`src/hdl/dhcp_roc_pkg.sv`:
```
// DHCP reply option checker: shared word types, watched option codes, verdict codes.
// No dependencies; used by every module in hdl/.
package dhcp_roc_pkg;

    localparam int NUM_WATCH    = 10;
    localparam int NUM_REQUIRED = 8;
    localparam int BIT_TYPE     = 8;
    localparam int BIT_SERVER   = 9;

    localparam logic [7:0] WATCH_CODES [NUM_WATCH] =
        '{8'd1, 8'd3, 8'd6, 8'd15, 8'd51, 8'd82, 8'd26, 8'd28, 8'd53, 8'd54};

    localparam logic [7:0] TYPE_OFFER = 8'd2;
    localparam logic [7:0] TYPE_ACK   = 8'd5;

    typedef enum logic [2:0] {
        VERDICT_OFFER    = 3'd0,
        VERDICT_ACK      = 3'd1,
        VERDICT_OTHER    = 3'd2,
        VERDICT_NO_TYPE  = 3'd3,
        VERDICT_NO_SERVER = 3'd4,
        VERDICT_MISSING  = 3'd5
    } verdict_t;

    typedef struct packed {
        logic [7:0] option_byte;
        logic       last_byte;
    } item_t;

    typedef struct packed {
        logic [2:0] verdict;
        logic [7:0] reply_type;
        logic [7:0] missing_code;
    } result_t;

    // what the walk leaves at the last byte of a reply
    typedef struct packed {
        logic [NUM_WATCH-1:0] seen_mask;
        logic                 type_valid;
        logic [7:0]           type_value;
    } summary_t;

endpackage

```
`src/hdl/dhcp_reply_option_checker_core.sv`:
```
// Top level of the DHCP reply option checker: walker, summary queue, verdict stage.
// Depends on dhcp_roc_pkg, dhcp_roc_front, dhcp_roc_queue, dhcp_roc_back.
//
// Input channel: one option-area byte per word (push/full), starting after the
// magic cookie; last_byte marks the end of a reply. Result channel (empty/pop):
// one word per reply with verdict, message type and first missing required code.
// Config: cfg_wr_en/cfg_wr_data set check_required; write only while idle.
// Throughput: one byte per cycle while full is low. The walker updates its phase,
// skip count and option mask for each byte that it takes.
// Path: the summary of a reply is written into the queue at the edge that accepts
// its last byte; the verdict stage then registers its result from the queue.
// Stall: while pop stays low the result is held; up to QUEUE_DEPTH further
// summaries queue behind it, then full rises and bytes wait.
// Reset: asynchronous, clears the walk state, the queue, the result valid flag
// and check_required; the result data register itself is not reset.
module dhcp_reply_option_checker_core #(
    parameter int QUEUE_DEPTH = 2
) (
    input  logic                  clk,
    input  logic                  rst_n,
    input  logic                  push,
    output logic                  full,
    input  dhcp_roc_pkg::item_t   item,
    output logic                  empty,
    input  logic                  pop,
    output dhcp_roc_pkg::result_t result,
    input  logic                  cfg_wr_en,
    input  logic                  cfg_wr_data
);

    logic                   check_reg;
    logic                   take;
    logic                   sum_write;
    dhcp_roc_pkg::summary_t sum_word;
    dhcp_roc_pkg::summary_t q_word;
    logic                   q_full, q_empty, q_pop;

    assign full = q_full;
    assign take = push && !q_full;

    always_ff @(posedge clk or negedge rst_n)
    begin
        if (!rst_n)
        begin
            check_reg <= 1'b0;
        end
        else if (cfg_wr_en)
        begin
            check_reg <= cfg_wr_data;
        end
    end

    dhcp_roc_front u_front (
        .clk       (clk),
        .rst_n     (rst_n),
        .take      (take),
        .item      (item),
        .sum_write (sum_write),
        .sum_word  (sum_word)
    );

    dhcp_roc_queue #(
        .DEPTH (QUEUE_DEPTH)
    ) u_queue (
        .clk     (clk),
        .rst_n   (rst_n),
        .wr_en   (sum_write),
        .wr_word (sum_word),
        .rd_en   (q_pop),
        .rd_word (q_word),
        .q_full  (q_full),
        .q_empty (q_empty)
    );

    dhcp_roc_back u_back (
        .clk            (clk),
        .rst_n          (rst_n),
        .check_required (check_reg),
        .q_empty        (q_empty),
        .q_word         (q_word),
        .q_pop          (q_pop),
        .pop            (pop),
        .empty          (empty),
        .result         (result)
    );

    a_no_write_when_full: assert property (@(posedge clk) disable iff (!rst_n)
        sum_write |-> !q_full)
        else $error("summary written into full queue");

    a_missing_code_set: assert property (@(posedge clk) disable iff (!rst_n)
        (!empty && result.verdict == dhcp_roc_pkg::VERDICT_MISSING)
            |-> (result.missing_code != 8'd0 && check_reg))
        else $error("missing verdict without code or check enabled");

    a_missing_code_clear: assert property (@(posedge clk) disable iff (!rst_n)
        (!empty && result.verdict != dhcp_roc_pkg::VERDICT_MISSING)
            |-> result.missing_code == 8'd0)
        else $error("missing code set on other verdict");

    a_no_type_zero: assert property (@(posedge clk) disable iff (!rst_n)
        (!empty && result.verdict == dhcp_roc_pkg::VERDICT_NO_TYPE)
            |-> result.reply_type == 8'd0)
        else $error("message type nonzero without type");

endmodule

```
`src/hdl/dhcp_roc_front.sv`:
```
// Option walker: code/length/data phases, watched-option mask, type capture.
// Emits one summary word per reply. Depends on dhcp_roc_pkg.
module dhcp_roc_front (
    input  logic                  clk,
    input  logic                  rst_n,
    input  logic                  take,
    input  dhcp_roc_pkg::item_t   item,
    output logic                  sum_write,
    output dhcp_roc_pkg::summary_t sum_word
);

    typedef enum logic [1:0] {
        PH_CODE = 2'd0,
        PH_LEN  = 2'd1,
        PH_SKIP = 2'd2
    } phase_t;

    phase_t                             phase_reg, phase_next;
    logic [7:0]                         skip_reg, skip_next;
    logic [dhcp_roc_pkg::NUM_WATCH-1:0] mask_reg, mask_next;
    logic [7:0]                         type_reg, type_next;
    logic                               tvalid_reg, tvalid_next;
    logic                               capture_reg, capture_next;
    logic [dhcp_roc_pkg::NUM_WATCH-1:0] hit;
    logic [7:0]                         skip_dec;

    always_comb
    begin
        for (int i = 0; i < dhcp_roc_pkg::NUM_WATCH; i++)
        begin
            hit[i] = (item.option_byte == dhcp_roc_pkg::WATCH_CODES[i]);
        end
    end

    assign skip_dec = skip_reg - 8'd1;

    always_comb
    begin
        phase_next   = phase_reg;
        skip_next    = skip_reg;
        mask_next    = mask_reg;
        type_next    = type_reg;
        tvalid_next  = tvalid_reg;
        capture_next = capture_reg;

        if (capture_reg && phase_reg != PH_LEN)
        begin
            type_next    = item.option_byte;
            tvalid_next  = 1'b1;
            capture_next = 1'b0;
        end

        case (phase_reg)
            PH_LEN:
            begin
                if (item.option_byte == 8'd0)
                begin
                    phase_next = PH_CODE;
                end
                else
                begin
                    skip_next  = item.option_byte;
                    phase_next = PH_SKIP;
                end
            end
            PH_SKIP:
            begin
                skip_next = skip_dec;
                if (skip_dec == 8'd0)
                begin
                    phase_next = PH_CODE;
                end
            end
            default:
            begin
                if (hit[dhcp_roc_pkg::BIT_TYPE] && !mask_reg[dhcp_roc_pkg::BIT_TYPE])
                begin
                    capture_next = 1'b1;
                end
                mask_next  = mask_reg | hit;
                phase_next = PH_LEN;
            end
        endcase
    end

    assign sum_write           = take && item.last_byte;
    assign sum_word.seen_mask  = mask_next;
    assign sum_word.type_valid = tvalid_next;
    assign sum_word.type_value = type_next;

    always_ff @(posedge clk or negedge rst_n)
    begin
        if (!rst_n)
        begin
            phase_reg   <= PH_CODE;
            skip_reg    <= 8'd0;
            mask_reg    <= '0;
            type_reg    <= 8'd0;
            tvalid_reg  <= 1'b0;
            capture_reg <= 1'b0;
        end
        else if (take)
        begin
            if (item.last_byte)
            begin
                phase_reg   <= PH_CODE;
                skip_reg    <= 8'd0;
                mask_reg    <= '0;
                type_reg    <= 8'd0;
                tvalid_reg  <= 1'b0;
                capture_reg <= 1'b0;
            end
            else
            begin
                phase_reg   <= phase_next;
                skip_reg    <= skip_next;
                mask_reg    <= mask_next;
                type_reg    <= type_next;
                tvalid_reg  <= tvalid_next;
                capture_reg <= capture_next;
            end
        end
    end

endmodule

```
`src/hdl/dhcp_roc_queue.sv`:
```
// Short register queue of summary words between walker and verdict stage.
// Depends on dhcp_roc_pkg for the word type.
module dhcp_roc_queue #(
    parameter int DEPTH = 2
) (
    input  logic                   clk,
    input  logic                   rst_n,
    input  logic                   wr_en,
    input  dhcp_roc_pkg::summary_t wr_word,
    input  logic                   rd_en,
    output dhcp_roc_pkg::summary_t rd_word,
    output logic                   q_full,
    output logic                   q_empty
);

    localparam int PTR_W = (DEPTH > 1) ? $clog2(DEPTH) : 1;
    localparam int CNT_W = $clog2(DEPTH + 1);

    dhcp_roc_pkg::summary_t mem_reg [DEPTH];
    logic [PTR_W-1:0]       wr_ptr_reg, rd_ptr_reg;
    logic [CNT_W-1:0]       count_reg;
    logic                   do_wr, do_rd;

    assign q_full  = (count_reg == CNT_W'(DEPTH));
    assign q_empty = (count_reg == '0);
    assign do_wr   = wr_en && !q_full;
    assign do_rd   = rd_en && !q_empty;
    assign rd_word = mem_reg[rd_ptr_reg];

    always_ff @(posedge clk)
    begin
        if (do_wr)
        begin
            mem_reg[wr_ptr_reg] <= wr_word;
        end
    end

    always_ff @(posedge clk or negedge rst_n)
    begin
        if (!rst_n)
        begin
            wr_ptr_reg <= '0;
            rd_ptr_reg <= '0;
            count_reg  <= '0;
        end
        else
        begin
            if (do_wr)
            begin
                wr_ptr_reg <= (wr_ptr_reg == PTR_W'(DEPTH - 1)) ? '0 : wr_ptr_reg + 1'b1;
            end
            if (do_rd)
            begin
                rd_ptr_reg <= (rd_ptr_reg == PTR_W'(DEPTH - 1)) ? '0 : rd_ptr_reg + 1'b1;
            end
            if (do_wr && !do_rd)
            begin
                count_reg <= count_reg + 1'b1;
            end
            else if (do_rd && !do_wr)
            begin
                count_reg <= count_reg - 1'b1;
            end
        end
    end

endmodule

```
`src/hdl/dhcp_roc_back.sv`:
```
// Verdict stage: turns a summary word into a result word held in an output register.
// Depends on dhcp_roc_pkg.
module dhcp_roc_back (
    input  logic                   clk,
    input  logic                   rst_n,
    input  logic                   check_required,
    input  logic                   q_empty,
    input  dhcp_roc_pkg::summary_t q_word,
    output logic                   q_pop,
    input  logic                   pop,
    output logic                   empty,
    output dhcp_roc_pkg::result_t  result
);

    logic                  valid_reg;
    dhcp_roc_pkg::result_t result_reg, result_next;
    logic                  missing_any;
    logic [7:0]            missing_code;

    // first missing required option, checked order
    always_comb
    begin
        missing_any  = 1'b0;
        missing_code = 8'd0;
        for (int i = dhcp_roc_pkg::NUM_REQUIRED - 1; i >= 0; i--)
        begin
            if (!q_word.seen_mask[i])
            begin
                missing_any  = 1'b1;
                missing_code = dhcp_roc_pkg::WATCH_CODES[i];
            end
        end
    end

    always_comb
    begin
        result_next.reply_type   = q_word.type_valid ? q_word.type_value : 8'd0;
        result_next.missing_code = 8'd0;
        if (!q_word.type_valid)
        begin
            result_next.verdict = dhcp_roc_pkg::VERDICT_NO_TYPE;
        end
        else if (!q_word.seen_mask[dhcp_roc_pkg::BIT_SERVER])
        begin
            result_next.verdict = dhcp_roc_pkg::VERDICT_NO_SERVER;
        end
        else if (check_required && missing_any)
        begin
            result_next.verdict      = dhcp_roc_pkg::VERDICT_MISSING;
            result_next.missing_code = missing_code;
        end
        else if (q_word.type_value == dhcp_roc_pkg::TYPE_OFFER)
        begin
            result_next.verdict = dhcp_roc_pkg::VERDICT_OFFER;
        end
        else if (q_word.type_value == dhcp_roc_pkg::TYPE_ACK)
        begin
            result_next.verdict = dhcp_roc_pkg::VERDICT_ACK;
        end
        else
        begin
            result_next.verdict = dhcp_roc_pkg::VERDICT_OTHER;
        end
    end

    assign q_pop  = !q_empty && (!valid_reg || pop);
    assign empty  = !valid_reg;
    assign result = result_reg;

    always_ff @(posedge clk)
    begin
        if (q_pop)
        begin
            result_reg <= result_next;
        end
    end

    always_ff @(posedge clk or negedge rst_n)
    begin
        if (!rst_n)
        begin
            valid_reg <= 1'b0;
        end
        else if (q_pop)
        begin
            valid_reg <= 1'b1;
        end
        else if (pop)
        begin
            valid_reg <= 1'b0;
        end
    end

endmodule
```
`config.mk`:
```
export PLATFORM = sky130hd
export DESIGN_NAME = dhcp_reply_option_checker_core
export DESIGN_NICKNAME = d
export VERILOG_FILES = /design/src/hdl/dhcp_roc_pkg.sv /design/src/hdl/dhcp_reply_option_checker_core.sv /design/src/hdl/dhcp_roc_front.sv /design/src/hdl/dhcp_roc_queue.sv /design/src/hdl/dhcp_roc_back.sv
export SDC_FILE = /design/constraint.sdc
export NUM_CORES = 1
export LEC_CHECK = 0
export BUFFER_PORTS_ARGS = -buffer_cell sky130_fd_sc_hd__buf_2
export CORE_ASPECT_RATIO = 1.1
export CORE_UTILIZATION = 50
export DETAILED_ROUTE_END_ITERATION = 10
export HOLD_SLACK_MARGIN = 0.08
export PLACE_DENSITY = 0.77
export SLEW_MARGIN = 30
export SYNTH_ARGS = -nofsm -noshare
export SYNTH_HDL_FRONTEND = slang
export SYNTH_SLANG_ARGS = --single-unit
```
`constraint.sdc`:
```
create_clock -name clk -period 3.6 [get_ports clk]
set_input_delay 0.36 -clock clk [delete_from_list [all_inputs] [get_ports clk]]
set_output_delay 0.36 -clock clk [all_outputs]
set_load 0.1 [all_outputs]
```
==> qor.csv <==
metric,value,unit
status,"finished, final reports clean",
portBuffers,34,
intPower,2030,uW
peakVddDrop,0.600,mV
cp.arrival,2640,ps
avgRoutedWirePerCell,16.1,um
max_cap_violations,0,
fin_ws,947,ps
avgSynthCellArea,12.2,sq um
routed_wl,7.96,mm
clkSlewWorstSetupHoldPaths,100,ps
highest_layer,met4,
yosysWarningCount,0,
cp_top_family,simple AND/OR/NAND/NOR gates,
power_frac_comb,42.3,%
cts_resized,0,
die_x,89.4,um
max_freq,377,MHz
synth_cells,343,
p_clk_share,17.7,%
ios,36,
period_needed,2650,ps
grtUsageTotal,20.2,%
first_iter_violations,202,
min_path_type,in -> reg,
yosysUniqueCellTypes,56,
finClkSkew,8.17,ps
clk_latency,360,ps
worstSetupPathType,reg -> reg,
cp_cell_sequence,"nand2b_1, and2_1, nand2_1, inv_1, and2_1",
antenna_found_initial,0,
multi_input_area,1580,sq um
grt_pass1_wl,13.5,mm
power.net_switching,1770,uW
clk_path_buf_depth,2,
initial_core_util,52.2,%
drive_above_1_share,19.4,%
async_flop_share,40.0,%
finalSetupViolCount,0,
pre_cts_slack,932,ps
h-tree-depth,3,
ys_ff_latch,90,
crit_slowest_cell,and2_1,
power.density,809,nW/um^2
wl_met1,3.58,mm
largest_reg_flops,36,
mostFrequentLayoutCells,"edfxtp_1, dfrtp_1, buf_2, nor2_1, o21ai_0",
fp.dieH,98.1,um
dieArea,8770,sq um
synth_fp_nets,363,
dp.cells,478,
num_rows,34,
crit_fanout,18,
hold_viol_final,0,
fin_tns_setup,0,ps
seqPwrFrac,40.0,%
nNetsFinal,402,
grt_pass1_vias,2801,
ys_seq_area_share,60.1,%
startpoint_type,flop,
grt_max_degree,37,
core_area,8040,sq um
synthFlopType,edfxtp_1,
p_leak,0.00204,uW
dr.pass1.iters,4,
crit_path_max_incr_delay,680,ps
gp_congestion,0.856,
cp_common_cell,and2_1,
post-dp-hpwl,5.73,mm
vias_per_cell,5.79,
final_common_cell,edfxtp_1,
wl_met2,3.88,mm
fillers,657,
numCtsBuffers,9,
layout.cells.non_filler,495,
max_slew.worst_pin.slew,799,ps
drv_slew,0,
cts_root_buffer,clkbuf_8,
clock-sinks,90,
synth_edf_count,54,
vias,2867,
dr_wl_met3,399,um
cts_tree,done,
syn_area,4200,sq um
end_kind,flop,
grt_remaining_overflow,0,
drc,0,
drtAntennaViolNets,0,
final-seq-area,2520,sq um
worst-path-buf-inv,1,
area_growth,11.6,%
switching_share,46.6,%
n_antenna_cell,0,
crit_required,3590,ps
worst_slew_margin_rel,46.7,%
period_share,73.7,%
rsz0062_at_grt,false,
power by group through the flow:
stage	clock [uW]	combinational, uW	sequential (uW)
after floorplan	0	777	2080
after global placement	0	1580	1520
after detailed placement	0	1600	1540
after CTS	684	1600	1510
after global routing	719	1730	1550
final	671	1600	1520
cell usage after synthesis (all sizes together), types with 5 or more instances:
library cell / count / area share, %
o211a: 7 / 1.7
a21oi: 10 / 1.2
nor2: 31 / 2.8
nand2: 17 / 1.5
mux2i: 13 / 3.1
and3: 6 / 0.89
a21o: 5 / 0.89
ha: 5 / 1.5
dfrtp: 36 / 21
nor2b: 7 / 1.0
mux2: 13 / 3.5
o21ai: 24 / 2.9
nor3: 11 / 1.3
a22o: 10 / 2.1
inv: 12 / 1.1
clkbuf: 8 / 0.71
nor3b: 5 / 0.89
nand2b: 9 / 1.5
edfxtp: 54 / 39
what timing repair did:
item,in CTS,in global routing
hold buffers,0,1
buffers inserted,0,0
hold endpoints to repair,0,36
through the flow:
stage	hold slack [ps]	utilization, %	instance area (sq um)	total power, uW
after CTS	105	58.1	4670	3800
final	233	58.3	4690	3790
after global placement	474	55.7	4480	3100
after global routing	230	58.3	4690	4000
after floorplan	64.4	-	4200	2850
after detailed placement	479	55.7	4480	3140
worst register-to-register path, cell delays in order, from the launching register on:
cell and delay, ps:
dfrtp_1 430, nand2b_1 170, and2_1 400, nand2_1 380
inv_1 230, and2_1 680
path summary, 6_finish.rpt:
check                                                  from                              end  slack, ps  depth (start not counted)
max                        u_queue.count_reg[0]$_DFFE_PN0P_  u_queue.mem_reg[1][8]$_DFFE_PP_        950                          5
min                                             cfg_wr_data            check_reg$_DFFE_PN0P_        230                          2
max reg2reg                u_queue.count_reg[0]$_DFFE_PN0P_  u_queue.mem_reg[1][8]$_DFFE_PP_        950                          5
min reg2reg                 u_front.mask_reg[7]$_DFFE_PN0P_  u_front.mask_reg[7]$_DFFE_PN0P_        500                          1
max in group asynchronous                             rst_n  u_front.type_reg[1]$_DFFE_PN0P_       2760                          2
min in group asynchronous                             rst_n  u_front.skip_reg[6]$_DFFE_PN0P_        490                          2
metal layers:
metal / vias up / GRT usage, %
met5: - / 0
met4: 0 / 6.23
met3: 11 / 4.23
met2: 84 / 32.4
met1: 1403 / 27.6
li1: 1369 / -
cell type report:
cell class | instances | share of cell area (%)
flip-flops and latches | 90 | 53.8
well taps | 108 | 2.88
multi-input cells | 229 | 33.6
repair buffers | 39 | 4.54
clock buffers | 9 | 2.64
inverters | 13 | 1.04
clock inverters | 7 | 1.44
cells by family after synthesis:
group	count (synthesis)	synth area share, %
fa+ha+maj	5	1.49
compound gates	84	14.6
other cells	1	0.0893
xor+xnor	6	1.25
buf+inv	24	2.44
flops	90	60.1
mux	26	6.58
simple gates	107	13.5
Note: power is estimated with default switching activity, not from simulation.
